<file path="src/assert_macros.svh">
// ----------------------------------------------------------------------------
// assert_macros.svh
// Assertion helpers shared by the SHA-256 block.
// ----------------------------------------------------------------------------
`ifndef ASSERT_MACROS_SVH
`define ASSERT_MACROS_SVH

// Clocked check, switched off while reset is held.
`define SHA_ASSERT_RST(lbl, clk, rst_n, prop, msg) \
  lbl: assert property (@(posedge clk) disable iff (!(rst_n)) (prop)) else $error(msg);

// Clocked check that also holds through reset.
`define SHA_ASSERT(lbl, clk, prop, msg) \
  lbl: assert property (@(posedge clk) (prop)) else $error(msg);

`endif

</file>
<file path="src/sha256_pkg.sv">
// ----------------------------------------------------------------------------
// sha256_pkg
// Constants, types and round functions for the SHA-256 hasher.
// ----------------------------------------------------------------------------
package sha256_pkg;

  localparam logic [7:0]  PAD_BYTE   = 8'h80;
  localparam logic [5:0]  LEN_POS    = 6'd56;
  localparam logic [5:0]  LAST_BYTE  = 6'd63;
  localparam logic [5:0]  LAST_ROUND = 6'd63;
  localparam logic [2:0]  LAST_WORD  = 3'd7;
  localparam logic [63:0] BLOCK_BITS = 64'd512;

  // Index 0 is the first chaining word.
  localparam logic [7:0][31:0] HASH_INIT = {
    32'h5be0cd19, 32'h1f83d9ab, 32'h9b05688c, 32'h510e527f,
    32'ha54ff53a, 32'h3c6ef372, 32'hbb67ae85, 32'h6a09e667
  };

  typedef enum logic [2:0] {
    ST_IDLE,
    ST_PAD,
    ST_ROUND,
    ST_FOLD,
    ST_OUT
  } state_t;

  typedef struct packed {
    logic       init;   // chaining words back to IV
    logic       load;   // working vars from chaining words
    logic       round;  // one compression round
    logic       fold;   // feed-forward add
    logic       shift;  // byte into block line
    logic [5:0] rnd;    // round number
  } ctl_t;

  function automatic logic [31:0] rotr(input logic [31:0] x, input int n);
    rotr = (x >> n) | (x << (32 - n));
  endfunction

  function automatic logic [31:0] big_sig0(input logic [31:0] x);
    big_sig0 = rotr(x, 2) ^ rotr(x, 13) ^ rotr(x, 22);
  endfunction

  function automatic logic [31:0] big_sig1(input logic [31:0] x);
    big_sig1 = rotr(x, 6) ^ rotr(x, 11) ^ rotr(x, 25);
  endfunction

  function automatic logic [31:0] small_sig0(input logic [31:0] x);
    small_sig0 = rotr(x, 7) ^ rotr(x, 18) ^ (x >> 3);
  endfunction

  function automatic logic [31:0] small_sig1(input logic [31:0] x);
    small_sig1 = rotr(x, 17) ^ rotr(x, 19) ^ (x >> 10);
  endfunction

  function automatic logic [31:0] round_k(input logic [5:0] i);
    case (i)
      6'd0:  round_k = 32'h428a2f98;  6'd1:  round_k = 32'h71374491;
      6'd2:  round_k = 32'hb5c0fbcf;  6'd3:  round_k = 32'he9b5dba5;
      6'd4:  round_k = 32'h3956c25b;  6'd5:  round_k = 32'h59f111f1;
      6'd6:  round_k = 32'h923f82a4;  6'd7:  round_k = 32'hab1c5ed5;
      6'd8:  round_k = 32'hd807aa98;  6'd9:  round_k = 32'h12835b01;
      6'd10: round_k = 32'h243185be;  6'd11: round_k = 32'h550c7dc3;
      6'd12: round_k = 32'h72be5d74;  6'd13: round_k = 32'h80deb1fe;
      6'd14: round_k = 32'h9bdc06a7;  6'd15: round_k = 32'hc19bf174;
      6'd16: round_k = 32'he49b69c1;  6'd17: round_k = 32'hefbe4786;
      6'd18: round_k = 32'h0fc19dc6;  6'd19: round_k = 32'h240ca1cc;
      6'd20: round_k = 32'h2de92c6f;  6'd21: round_k = 32'h4a7484aa;
      6'd22: round_k = 32'h5cb0a9dc;  6'd23: round_k = 32'h76f988da;
      6'd24: round_k = 32'h983e5152;  6'd25: round_k = 32'ha831c66d;
      6'd26: round_k = 32'hb00327c8;  6'd27: round_k = 32'hbf597fc7;
      6'd28: round_k = 32'hc6e00bf3;  6'd29: round_k = 32'hd5a79147;
      6'd30: round_k = 32'h06ca6351;  6'd31: round_k = 32'h14292967;
      6'd32: round_k = 32'h27b70a85;  6'd33: round_k = 32'h2e1b2138;
      6'd34: round_k = 32'h4d2c6dfc;  6'd35: round_k = 32'h53380d13;
      6'd36: round_k = 32'h650a7354;  6'd37: round_k = 32'h766a0abb;
      6'd38: round_k = 32'h81c2c92e;  6'd39: round_k = 32'h92722c85;
      6'd40: round_k = 32'ha2bfe8a1;  6'd41: round_k = 32'ha81a664b;
      6'd42: round_k = 32'hc24b8b70;  6'd43: round_k = 32'hc76c51a3;
      6'd44: round_k = 32'hd192e819;  6'd45: round_k = 32'hd6990624;
      6'd46: round_k = 32'hf40e3585;  6'd47: round_k = 32'h106aa070;
      6'd48: round_k = 32'h19a4c116;  6'd49: round_k = 32'h1e376c08;
      6'd50: round_k = 32'h2748774c;  6'd51: round_k = 32'h34b0bcb5;
      6'd52: round_k = 32'h391c0cb3;  6'd53: round_k = 32'h4ed8aa4a;
      6'd54: round_k = 32'h5b9cca4f;  6'd55: round_k = 32'h682e6ff3;
      6'd56: round_k = 32'h748f82ee;  6'd57: round_k = 32'h78a5636f;
      6'd58: round_k = 32'h84c87814;  6'd59: round_k = 32'h8cc70208;
      6'd60: round_k = 32'h90befffa;  6'd61: round_k = 32'ha4506ceb;
      6'd62: round_k = 32'hbef9a3f7;  6'd63: round_k = 32'hc67178f2;
      default: round_k = 32'h0;
    endcase
  endfunction

endpackage

</file>
<file path="src/sha256_stream_hasher_unit.sv">
// ----------------------------------------------------------------------------
// sha256_stream_hasher_unit
// SHA-256 over a byte stream; a finish word pads and returns the digest.
// ----------------------------------------------------------------------------
//
//  channel | dir | ports                                     | word
//  --------+-----+-------------------------------------------+---------------------
//  in      | in  | in_valid/in_ready, in_req_type, in_data_byte | byte or finish
//  out     | out | out_valid/out_ready, out_digest_word,     | one digest word
//          |     | out_word_index, out_last                  |
//
//  An append word shifts its byte into the block line; every 64th byte then runs the
//  compression, 64 rounds at one a cycle and then the feed-forward add.
//  A finish word runs padding one byte a cycle (64 - fill, plus 64 more when
//  56 or more bytes are held), one compression per padded block, then 8 out words.
//  in_ready is low from a block-closing byte or a finish until idle again.
//  Reset (rst_n, synchronous) restores the initial hash; the block line
//  needs none. out stalls simply hold the current word.
// ----------------------------------------------------------------------------
`include "assert_macros.svh"

module sha256_stream_hasher_unit (
  input  logic        clk,
  input  logic        rst_n,
  input  logic        in_valid,
  output logic        in_ready,
  input  logic        in_req_type,
  input  logic [7:0]  in_data_byte,
  output logic        out_valid,
  input  logic        out_ready,
  output logic [31:0] out_digest_word,
  output logic [2:0]  out_word_index,
  output logic        out_last
);

  sha256_pkg::state_t state_r, state_nxt;
  sha256_pkg::ctl_t   ctl;

  logic [5:0]       fill_r, fill_nxt;       // bytes held in the block line
  logic [63:0]      msg_bits_r, msg_bits_nxt; // bits in completed blocks
  logic [63:0]      total_r, total_nxt;     // length field, shifted out MSB first
  logic             extra_r, extra_nxt;     // padding needs a further block
  logic             first_r, first_nxt;     // next pad byte is the 0x80 marker
  logic             final_r, final_nxt;     // current block is the last one
  logic             pad_r, pad_nxt;         // finish in progress
  logic [5:0]       rnd_r, rnd_nxt;
  logic [2:0]       oidx_r, oidx_nxt;
  logic [7:0]       byte_sel;
  logic [31:0]      w_cur;
  logic [7:0][31:0] hash;
  logic             round_done;             // final round this cycle
  logic             in_fold;
  logic             last_taken;             // word 7 leaves this cycle

  assign in_ready        = (state_r == sha256_pkg::ST_IDLE);
  assign out_valid       = (state_r == sha256_pkg::ST_OUT);
  assign out_digest_word = hash[oidx_r];
  assign out_word_index  = oidx_r;
  assign out_last        = (oidx_r == sha256_pkg::LAST_WORD);

  // Sequencer: feeds bytes, steps the round unit and walks the digest out.
  always_comb begin
    state_nxt    = state_r;
    fill_nxt     = fill_r;
    msg_bits_nxt = msg_bits_r;
    total_nxt    = total_r;
    extra_nxt    = extra_r;
    first_nxt    = first_r;
    final_nxt    = final_r;
    pad_nxt      = pad_r;
    rnd_nxt      = rnd_r;
    oidx_nxt     = oidx_r;
    byte_sel     = in_data_byte;
    ctl          = '0;
    ctl.rnd      = rnd_r;

    case (state_r)
      sha256_pkg::ST_IDLE: begin
        if (in_valid) begin
          if (!in_req_type) begin
            ctl.shift = 1'b1;
            fill_nxt  = fill_r + 6'd1;
            if (fill_r == sha256_pkg::LAST_BYTE) begin
              ctl.load     = 1'b1;
              msg_bits_nxt = msg_bits_r + sha256_pkg::BLOCK_BITS;
              rnd_nxt      = '0;
              final_nxt    = 1'b0;
              state_nxt    = sha256_pkg::ST_ROUND;
            end
          end else begin
            total_nxt = msg_bits_r + {55'd0, fill_r, 3'd0};
            extra_nxt = (fill_r >= sha256_pkg::LEN_POS);
            first_nxt = 1'b1;
            pad_nxt   = 1'b1;
            state_nxt = sha256_pkg::ST_PAD;
          end
        end
      end

      sha256_pkg::ST_PAD: begin
        ctl.shift = 1'b1;
        if (first_r) begin
          byte_sel = sha256_pkg::PAD_BYTE;
        end else if (fill_r >= sha256_pkg::LEN_POS && !extra_r) begin
          byte_sel  = total_r[63:56];
          total_nxt = {total_r[55:0], 8'd0};
        end else begin
          byte_sel = 8'd0;
        end
        first_nxt = 1'b0;
        fill_nxt  = fill_r + 6'd1;
        if (fill_r == sha256_pkg::LAST_BYTE) begin
          ctl.load  = 1'b1;
          rnd_nxt   = '0;
          final_nxt = !extra_r;
          extra_nxt = 1'b0;
          state_nxt = sha256_pkg::ST_ROUND;
        end
      end

      sha256_pkg::ST_ROUND: begin
        ctl.round = 1'b1;
        rnd_nxt   = rnd_r + 6'd1;
        if (rnd_r == sha256_pkg::LAST_ROUND) begin
          state_nxt = sha256_pkg::ST_FOLD;
        end
      end

      sha256_pkg::ST_FOLD: begin
        ctl.fold = 1'b1;
        if (final_r) begin
          oidx_nxt  = '0;
          state_nxt = sha256_pkg::ST_OUT;
        end else if (pad_r) begin
          state_nxt = sha256_pkg::ST_PAD;
        end else begin
          state_nxt = sha256_pkg::ST_IDLE;
        end
      end

      sha256_pkg::ST_OUT: begin
        if (out_ready) begin
          oidx_nxt = oidx_r + 3'd1;
          if (oidx_r == sha256_pkg::LAST_WORD) begin
            ctl.init     = 1'b1;
            msg_bits_nxt = '0;
            fill_nxt     = '0;
            pad_nxt      = 1'b0;
            final_nxt    = 1'b0;
            state_nxt    = sha256_pkg::ST_IDLE;
          end
        end
      end

      default: begin
        state_nxt = sha256_pkg::ST_IDLE;
      end
    endcase
  end

  always_ff @(posedge clk) begin
    if (!rst_n) begin
      state_r    <= sha256_pkg::ST_IDLE;
      fill_r     <= '0;
      msg_bits_r <= '0;
      extra_r    <= 1'b0;
      first_r    <= 1'b0;
      final_r    <= 1'b0;
      pad_r      <= 1'b0;
      rnd_r      <= '0;
      oidx_r     <= '0;
    end else begin
      state_r    <= state_nxt;
      fill_r     <= fill_nxt;
      msg_bits_r <= msg_bits_nxt;
      extra_r    <= extra_nxt;
      first_r    <= first_nxt;
      final_r    <= final_nxt;
      pad_r      <= pad_nxt;
      rnd_r      <= rnd_nxt;
      oidx_r     <= oidx_nxt;
    end
    total_r <= total_nxt;
  end

  sha256_sched u_sched (
    .clk     (clk),
    .ctl     (ctl),
    .byte_in (byte_sel),
    .w_cur   (w_cur)
  );

  sha256_round u_round (
    .clk    (clk),
    .rst_n  (rst_n),
    .ctl    (ctl),
    .w_cur  (w_cur),
    .hash_o (hash)
  );

  // Checks
  assign round_done = (state_r == sha256_pkg::ST_ROUND) && (rnd_r == sha256_pkg::LAST_ROUND);
  assign in_fold    = (state_r == sha256_pkg::ST_FOLD);
  assign last_taken = out_valid && out_ready && out_last;

  `SHA_ASSERT_RST(a_no_overlap, clk, rst_n, !(in_ready && out_valid), "in and out both open")
  `SHA_ASSERT_RST(a_round_end, clk, rst_n, round_done |=> in_fold, "round count overrun")
  `SHA_ASSERT_RST(a_out_aligned, clk, rst_n, out_valid |-> (fill_r == '0), "partial block held")
  `SHA_ASSERT_RST(a_last_idle, clk, rst_n, last_taken |=> in_ready, "not idle after last word")

endmodule

</file>
<file path="src/sha256_sched.sv">
// ----------------------------------------------------------------------------
// sha256_sched
// Block line and message schedule: bytes shift in, rounds slide the window.
// ----------------------------------------------------------------------------
module sha256_sched (
  input  logic               clk,
  input  sha256_pkg::ctl_t   ctl,
  input  logic [7:0]         byte_in,
  output logic [31:0]        w_cur
);

  // Word k of the window sits at line_r[511-32k -: 32]; word 0 is the oldest.
  logic [511:0] line_r;
  logic [511:0] line_nxt;
  logic [31:0]  w_new;

  assign w_cur = line_r[511:480];

  assign w_new = sha256_pkg::small_sig1(line_r[63:32]) + line_r[223:192]
               + sha256_pkg::small_sig0(line_r[479:448]) + line_r[511:480];

  always_comb begin
    line_nxt = line_r;
    if (ctl.shift) begin
      line_nxt = {line_r[503:0], byte_in};
    end else if (ctl.round) begin
      line_nxt = {line_r[479:0], w_new};
    end
  end

  always_ff @(posedge clk) begin
    line_r <= line_nxt;
  end

endmodule

</file>
<file path="src/sha256_round.sv">
// ----------------------------------------------------------------------------
// sha256_round
// Shared round unit: working variables, chaining words, feed-forward.
// ----------------------------------------------------------------------------
module sha256_round (
  input  logic                 clk,
  input  logic                 rst_n,
  input  sha256_pkg::ctl_t     ctl,
  input  logic [31:0]          w_cur,
  output logic [7:0][31:0]     hash_o
);

  logic [7:0][31:0] h_r, h_nxt;
  logic [7:0][31:0] v_r, v_nxt;
  logic [31:0]      t1, t2, ch, mj;

  assign hash_o = h_r;

  always_comb begin
    ch = (v_r[4] & v_r[5]) ^ (~v_r[4] & v_r[6]);
    mj = (v_r[0] & v_r[1]) ^ (v_r[0] & v_r[2]) ^ (v_r[1] & v_r[2]);
    t1 = v_r[7] + sha256_pkg::big_sig1(v_r[4]) + ch
       + sha256_pkg::round_k(ctl.rnd) + w_cur;
    t2 = sha256_pkg::big_sig0(v_r[0]) + mj;

    v_nxt = v_r;
    h_nxt = h_r;
    if (ctl.load) begin
      v_nxt = h_r;
    end else if (ctl.round) begin
      v_nxt[7] = v_r[6];
      v_nxt[6] = v_r[5];
      v_nxt[5] = v_r[4];
      v_nxt[4] = v_r[3] + t1;
      v_nxt[3] = v_r[2];
      v_nxt[2] = v_r[1];
      v_nxt[1] = v_r[0];
      v_nxt[0] = t1 + t2;
    end
    if (ctl.init) begin
      h_nxt = sha256_pkg::HASH_INIT;
    end else if (ctl.fold) begin
      for (int k = 0; k < 8; k++) begin
        h_nxt[k] = h_r[k] + v_r[k];
      end
    end
  end

  always_ff @(posedge clk) begin
    if (!rst_n) begin
      h_r <= sha256_pkg::HASH_INIT;
    end else begin
      h_r <= h_nxt;
    end
    v_r <= v_nxt;
  end

endmodule
</file>
<file path="config.mk">
export PLATFORM = sky130hd
export DESIGN_NAME = sha256_stream_hasher_unit
export DESIGN_NICKNAME = d
export VERILOG_FILES = /design/src/sha256_pkg.sv /design/src/sha256_stream_hasher_unit.sv /design/src/sha256_sched.sv /design/src/sha256_round.sv
export VERILOG_INCLUDE_DIRS = /design/src /design/src/src
export SDC_FILE = /design/constraint.sdc
export NUM_CORES = 2
export LEC_CHECK = 0
export BUFFER_PORTS_ARGS = -buffer_cell sky130_fd_sc_hd__buf_4
export CORE_AREA = 2 2 609 369
export DETAILED_ROUTE_END_ITERATION = 6
export DIE_AREA = 0 0 611 371
export PLACE_DENSITY = 0.49
export REMOVE_ABC_BUFFERS = 1
export SYNTH_ARGS = -nofsm -noshare
export SYNTH_HDL_FRONTEND = slang
export SYNTH_SLANG_ARGS = --single-unit
</file>
<file path="constraint.sdc">
create_clock -name clk -period 39.4 [get_ports clk]
set_input_delay 7.88 -clock clk [delete_from_list [all_inputs] [get_ports clk]]
set_output_delay 7.88 -clock clk [all_outputs]
set_load 0.02 [all_outputs]
</file>
**Yosys cells after proc, flatten, opt, wreduce, memory -nomap -nowiden**

Memories as Yosys holds them, arrays and structs flattened. A register that Yosys moved wholly into a read port is not among the register bits.
Index checks and enable logic that the tools add are counted.

- Bits in registers: 1174
- Memory bits (read-only): 2048
- Output and inout port bits: 38
- Logic and storage cells: 189
- Memories kept: 1

- $add $sub $neg: 23
- $lt $le $gt $ge: 2
- Equality and inequality tests: 18
- Mux-type cells: 69
- Bitwise gates (word level): 28
- Reduce and logical (&&, ||, !) cells: 21

Memories:

| memory | words | width | rd ports | clocked after memory_dff | write ports | line | source |
|---|---|---|---|---|---|---|---|
| (no name shown) | 64 | 32 | 1 | 1 | 0 | sha256_pkg.sv:58 | `case (i)` |

Operators by type and width:

| operator | count |
|---|---|
| $mux 512 | 2 |
| $add 32x32->32 | 18 |
| $mux 64 | 9 |
| $mux 256 | 2 |
| $xor 32x32->32 | 9 |
| $pmux 64 s2 | 2 |
| $and 32x32->32 | 5 |
| $bmux 32 s3 | 1 |
| $add 64x10->64 const B | 1 |
| $add 64x9->64 | 1 |
| $mux 6 | 9 |
| $pmux 6 s3 | 2 |
| $mux 32 | 1 |
| $not 32->32 | 1 |
| $or 10x32->32 | 1 |
| $or 13x32->32 | 1 |
| $or 14x32->32 | 1 |
| $or 15x32->32 | 1 |
| $or 19x32->32 | 1 |
| $or 21x32->32 | 1 |
| $or 25x32->32 | 1 |
| $or 26x32->32 | 1 |
| $or 30x32->32 | 1 |
| $or 7x32->32 | 1 |
| other kinds (31) | 88 |

**Longest topological paths before layout**

- Word-level depth: 10
- Gate-level depth with buffers: 34

**Hierarchy**

A second synthesis with hierarchy kept.

- Cells, all modules: 7404
- Area, all modules: 78066.1 um2

By module, submodules not included:

| module | times used | cells an instance | area an instance (um2) | sequential area each (um2) |
|---|---|---|---|---|
| sha256_round | 1 | 4878 | 43666.9 | 12812.3 |
| sha256_sched | 1 | 1664 | 25866.1 | 15374.7 |
| sha256_stream_hasher_unit | 1 | 862 | 8533.2 | 3373.2 |

**Worst setup path after synthesis**

OpenSTA, ideal clock, no wires.

- Path type: input to register
- Start point: input in_req_type
- End point: register (tool-made name)
- Setup time: 0.129 ns
- Arrival time: 39.311 ns
- Setup slack: -0.040 ns
- Stages: 15
- Path buffers: 4
- Cell sequence: nand2b_1 -> a21oi_1 -> and2_1 -> buf_2 -> nor2_1 -> o21ai_1 -> buf_2 -> ha_1 -> clkbuf_1 -> clkbuf_1 -> a21oi_1 -> a21oi_1 -> o21ai_0 -> o211ai_1 -> o31ai_1

RTL lines:

| what | line | source |
|---|---|---|
| from (decl) | sha256_stream_hasher_unit.sv:27 | `input logic in_req_type,` |

**Final worst setup path**

- Start point: input in_req_type
- End point: register u_sched.line_r[212] (enable)

- Cells in the longest elaborated chain, start to end: 4

Ends and longest elaborated chain:

| what | line | source |
|---|---|---|
| $mux 1 | sha256_stream_hasher_unit.sv:80 | `if (!in_req_type) begin` |
| $mux 1 | sha256_stream_hasher_unit.sv:79 | `if (in_valid) begin` |
| $pmux 1 s2 | sha256_stream_hasher_unit.sv:77 | `case (state_r)` |
| $reduce_bool 2->1 (no source line) | - |  |
| to (signal assigned) | sha256_sched.sv:32 | `line_r <= line_nxt;` |
| to (decl) | sha256_sched.sv:13 | `logic [511:0] line_r;` |

Every way passes these cells.
A chain may end at the register's enable or synchronous reset.

==> reports/results.ini <==
[status]
status = finished, violations left
failed_checks = max-capacitance violations, max-slew violations

[sta]
setup_viol_count_final = 0
fin_crit_sh_pct = 30.1
rsz0062_at_grt = false
max_freq_mhz = 84.4
fin_skew_ns = 0.0450
finalHoldViolations = 0
worstMarginPinSlew_ns = 1.48
report.final.slew_viol_count = 1
slew-limit-headroom_pct = -0.0278
setup_tns_ns = 0
fin_crit_ns = 11.85

[yosys]
synth_edf_count = 829
synth_simple_gate_area_share_pct = 19.1
synth.area.mux_share_pct = 2.95
synth_top_family_by_area = simple AND/OR/NAND/NOR gates
synth.avg_cell_area_um2 = 8.96
synth.distinct_cells = 96
synth_compound_area_share_pct = 13.4
synthFlopType = edfxtp_1
ys_warn_count = 0
synthAdderAreaFrac_pct = 11.8
synth.ff_latch_count = 1194
syn_area_mm2 = 0.0770
syn-instance-count = 8593
seq_area_frac_synth_pct = 41.8
synthArstFlopShare_pct = 0
synth_xor_area_share_pct = 6.77

[global_routing]
grt_first_pass_wirelength_um = 396000
use_met3_pct = 7.31
grt_max_degree = 189
grt.busiest_layer = met1
antenna_found_initial = 9
grt_usage_pct = 23.5
met2_usage_pct = 27.2
grt_pass1_vias = 57000
overflow = 0
use_met1_pct = 40.2

[die]
rows = 134
die_y_um = 371
die-area_mm2 = 0.227
core_mm2 = 0.221
ios = 51
initial_core_util_pct = 34.8
die_w_um = 611

[worst_setup_path]
crit_path_frequent_cell = buf_4
cp.arrival_ns = 12.25
rrSetupSlack_ns = 29.73
worstPathRequired_ns = 39.80
cp_max_fo = 80
slowest_delay_ns = 0.90
startpoint_type = primary input
cp_slowest_cell = buf_4
worstPathCellList = buf_4 -> nand2b_1 -> a21oi_4 -> buf_4 -> buf_4 -> buf_4 -> buf_4
endpoint_kind = flip-flop
critPathKind = in -> reg

[finish]
layout-drive-gt1-share_pct = 6.56
mostFrequentLayoutCell = nand2_1
syn2layout_area_growth_pct = 9.91
seq_area_mm2 = 0.0322
instances_no_fill = 11400
final_cell_mix = nand2_1 (2664), edfxtp_1 (829), a21oi_1 (510), xnor2_1 (406), ha_1 (395)
nFillCells = 22300
fin_nets = 9025
multi_input_area_mm2 = 0.0417

[drt]
vias_per_cell = 5.41
dr.first_iter.drc_count = 7332
postRouteAntennaNets = 0
drt_drc_violations_left = 0
wl_um = 272000
wl_per_cell_um = 23.8
num_vias = 62000
drt-pass1-iter-count = 7

[placement]
port_buffers = 50
place_inst = 11200
hpwl_um = 199000
place_congestion = 0.961

[clock_tree]
cts_tree = done
htree_levels = 4
cts_inserted_buffers = 142
root_buffer = clkbuf_16
clock_latency_ns = 0.81
clock-sinks = 1194
path_clk_slew_ns = 0.06
hold_buffers = 0
clockBufferDepth = 4
cts_setup_buffers = 0
cts.repair.resized = 0

[power_and_ir_drop]
leakagePower_uw = 0.0352
peakVddDrop_mv = 0.0550
power_density_mw_per_mm2 = 54.9

[hold_path]
hold_class = reg -> reg

[run]
maxCapViolations = 1

==> layout make-up <==
cell class,instances,area share (%)
Clock inverter,46,0.413
Clock buffer,199,4.74
Sequential cell,1194,38.1
Tap cell,2924,4.32
Timing Repair Buffer,172,1.60
Multi-Input combinational cell,6559,49.3
Inverter,353,1.57
Antenna cell,2,0.00591
==> kinds of logic after synthesis <==
group | Yosys count
xor gates and xnor gates | 595
adders and majority gates | 612
and+or+nand+nor | 3583
DFF | 1194
AOI/OAI and AO/OA | 1630
muxes | 139
buffers and inverters | 840
==> report_power, final <==
group | internal (uW) | switching [uW] | leakage, uW
clock network | 736 | 564 | 0.00214
logic | 667 | 1070 | 0.0223
registers | 1520 | 86.3 | 0.0108
==> flip-flops by register name, indices dropped and copies added, names as in the netlist, named ones only <==
signal          cells
pad_r               1
rnd_r               6
msg_bits_r         55
total_r            61
state_r             3
out_word_index      3
final_r             1
u_sched.line_r    512
u_round.v_r       256
fill_r              6
first_r             1
extra_r             1
u_round.hash_o    256
==> layer usage <==
layer	routed length, um	part of all wire, %	up-vias
li1	-	-	29100
met5	0	0	-
met3	31000	11	224
met1	145000	53	30200
met2	92900	34	2387
met4	3100	1.1	0
==> synthesized netlist by cell type (all sizes together) (62+ instances only) <==
master,number,share of area (%)
nor2b,62,0.50
dfxtp,365,9.5
xnor2,406,4.6
a21oi,512,3.3
xor2,189,2.2
clkbuf,407,2.0
inv,353,1.7
nand2b,72,0.59
a21o,188,1.8
o21ai,389,2.5
nor2,367,1.8
nand3,110,0.72
mux4,64,1.9
o211ai,106,1.0
edfxtp,829,32
fa,195,5.1
buf,80,0.46
nor3,81,0.54
ha,395,6.4
nand2,2667,13
==> through the flow <==
stage	area (um2)	utilization [%]	hold slack, ns	setup slack, ns	power [uW]
6_report	84600	38.3	0.451	27.55	4640
5_1_grt	84600	38.3	0.507	27.27	4900
4_1_cts	84600	38.3	0.451	27.55	4630
3_5_place_dp	80200	36.3	0.443	26.71	3310
3_3_place_gp	80200	36.3	0.442	26.77	3290
2_1_floorplan	75100	-	0.427	-30.51	2890
==> worst paths after layout <==
| path | startpoint | to | depth (start not counted) |
|---|---|---|---|
| setup reg to reg | u_round.v_r[140] | u_round.v_r[30] | 30 |
| hold / removal | pad_r | pad_r | 2 |
| setup / recovery | in_req_type | u_sched.line_r[212] | 7 |
| hold reg to reg | pad_r | pad_r | 2 |
==> critical path: cells and delay by family <==
family	cells	cell delay, ns
simple gates	1	0.17
buf+inv	5	3.44
compound gates	1	0.54
Power figures use the tool's default switching activity.
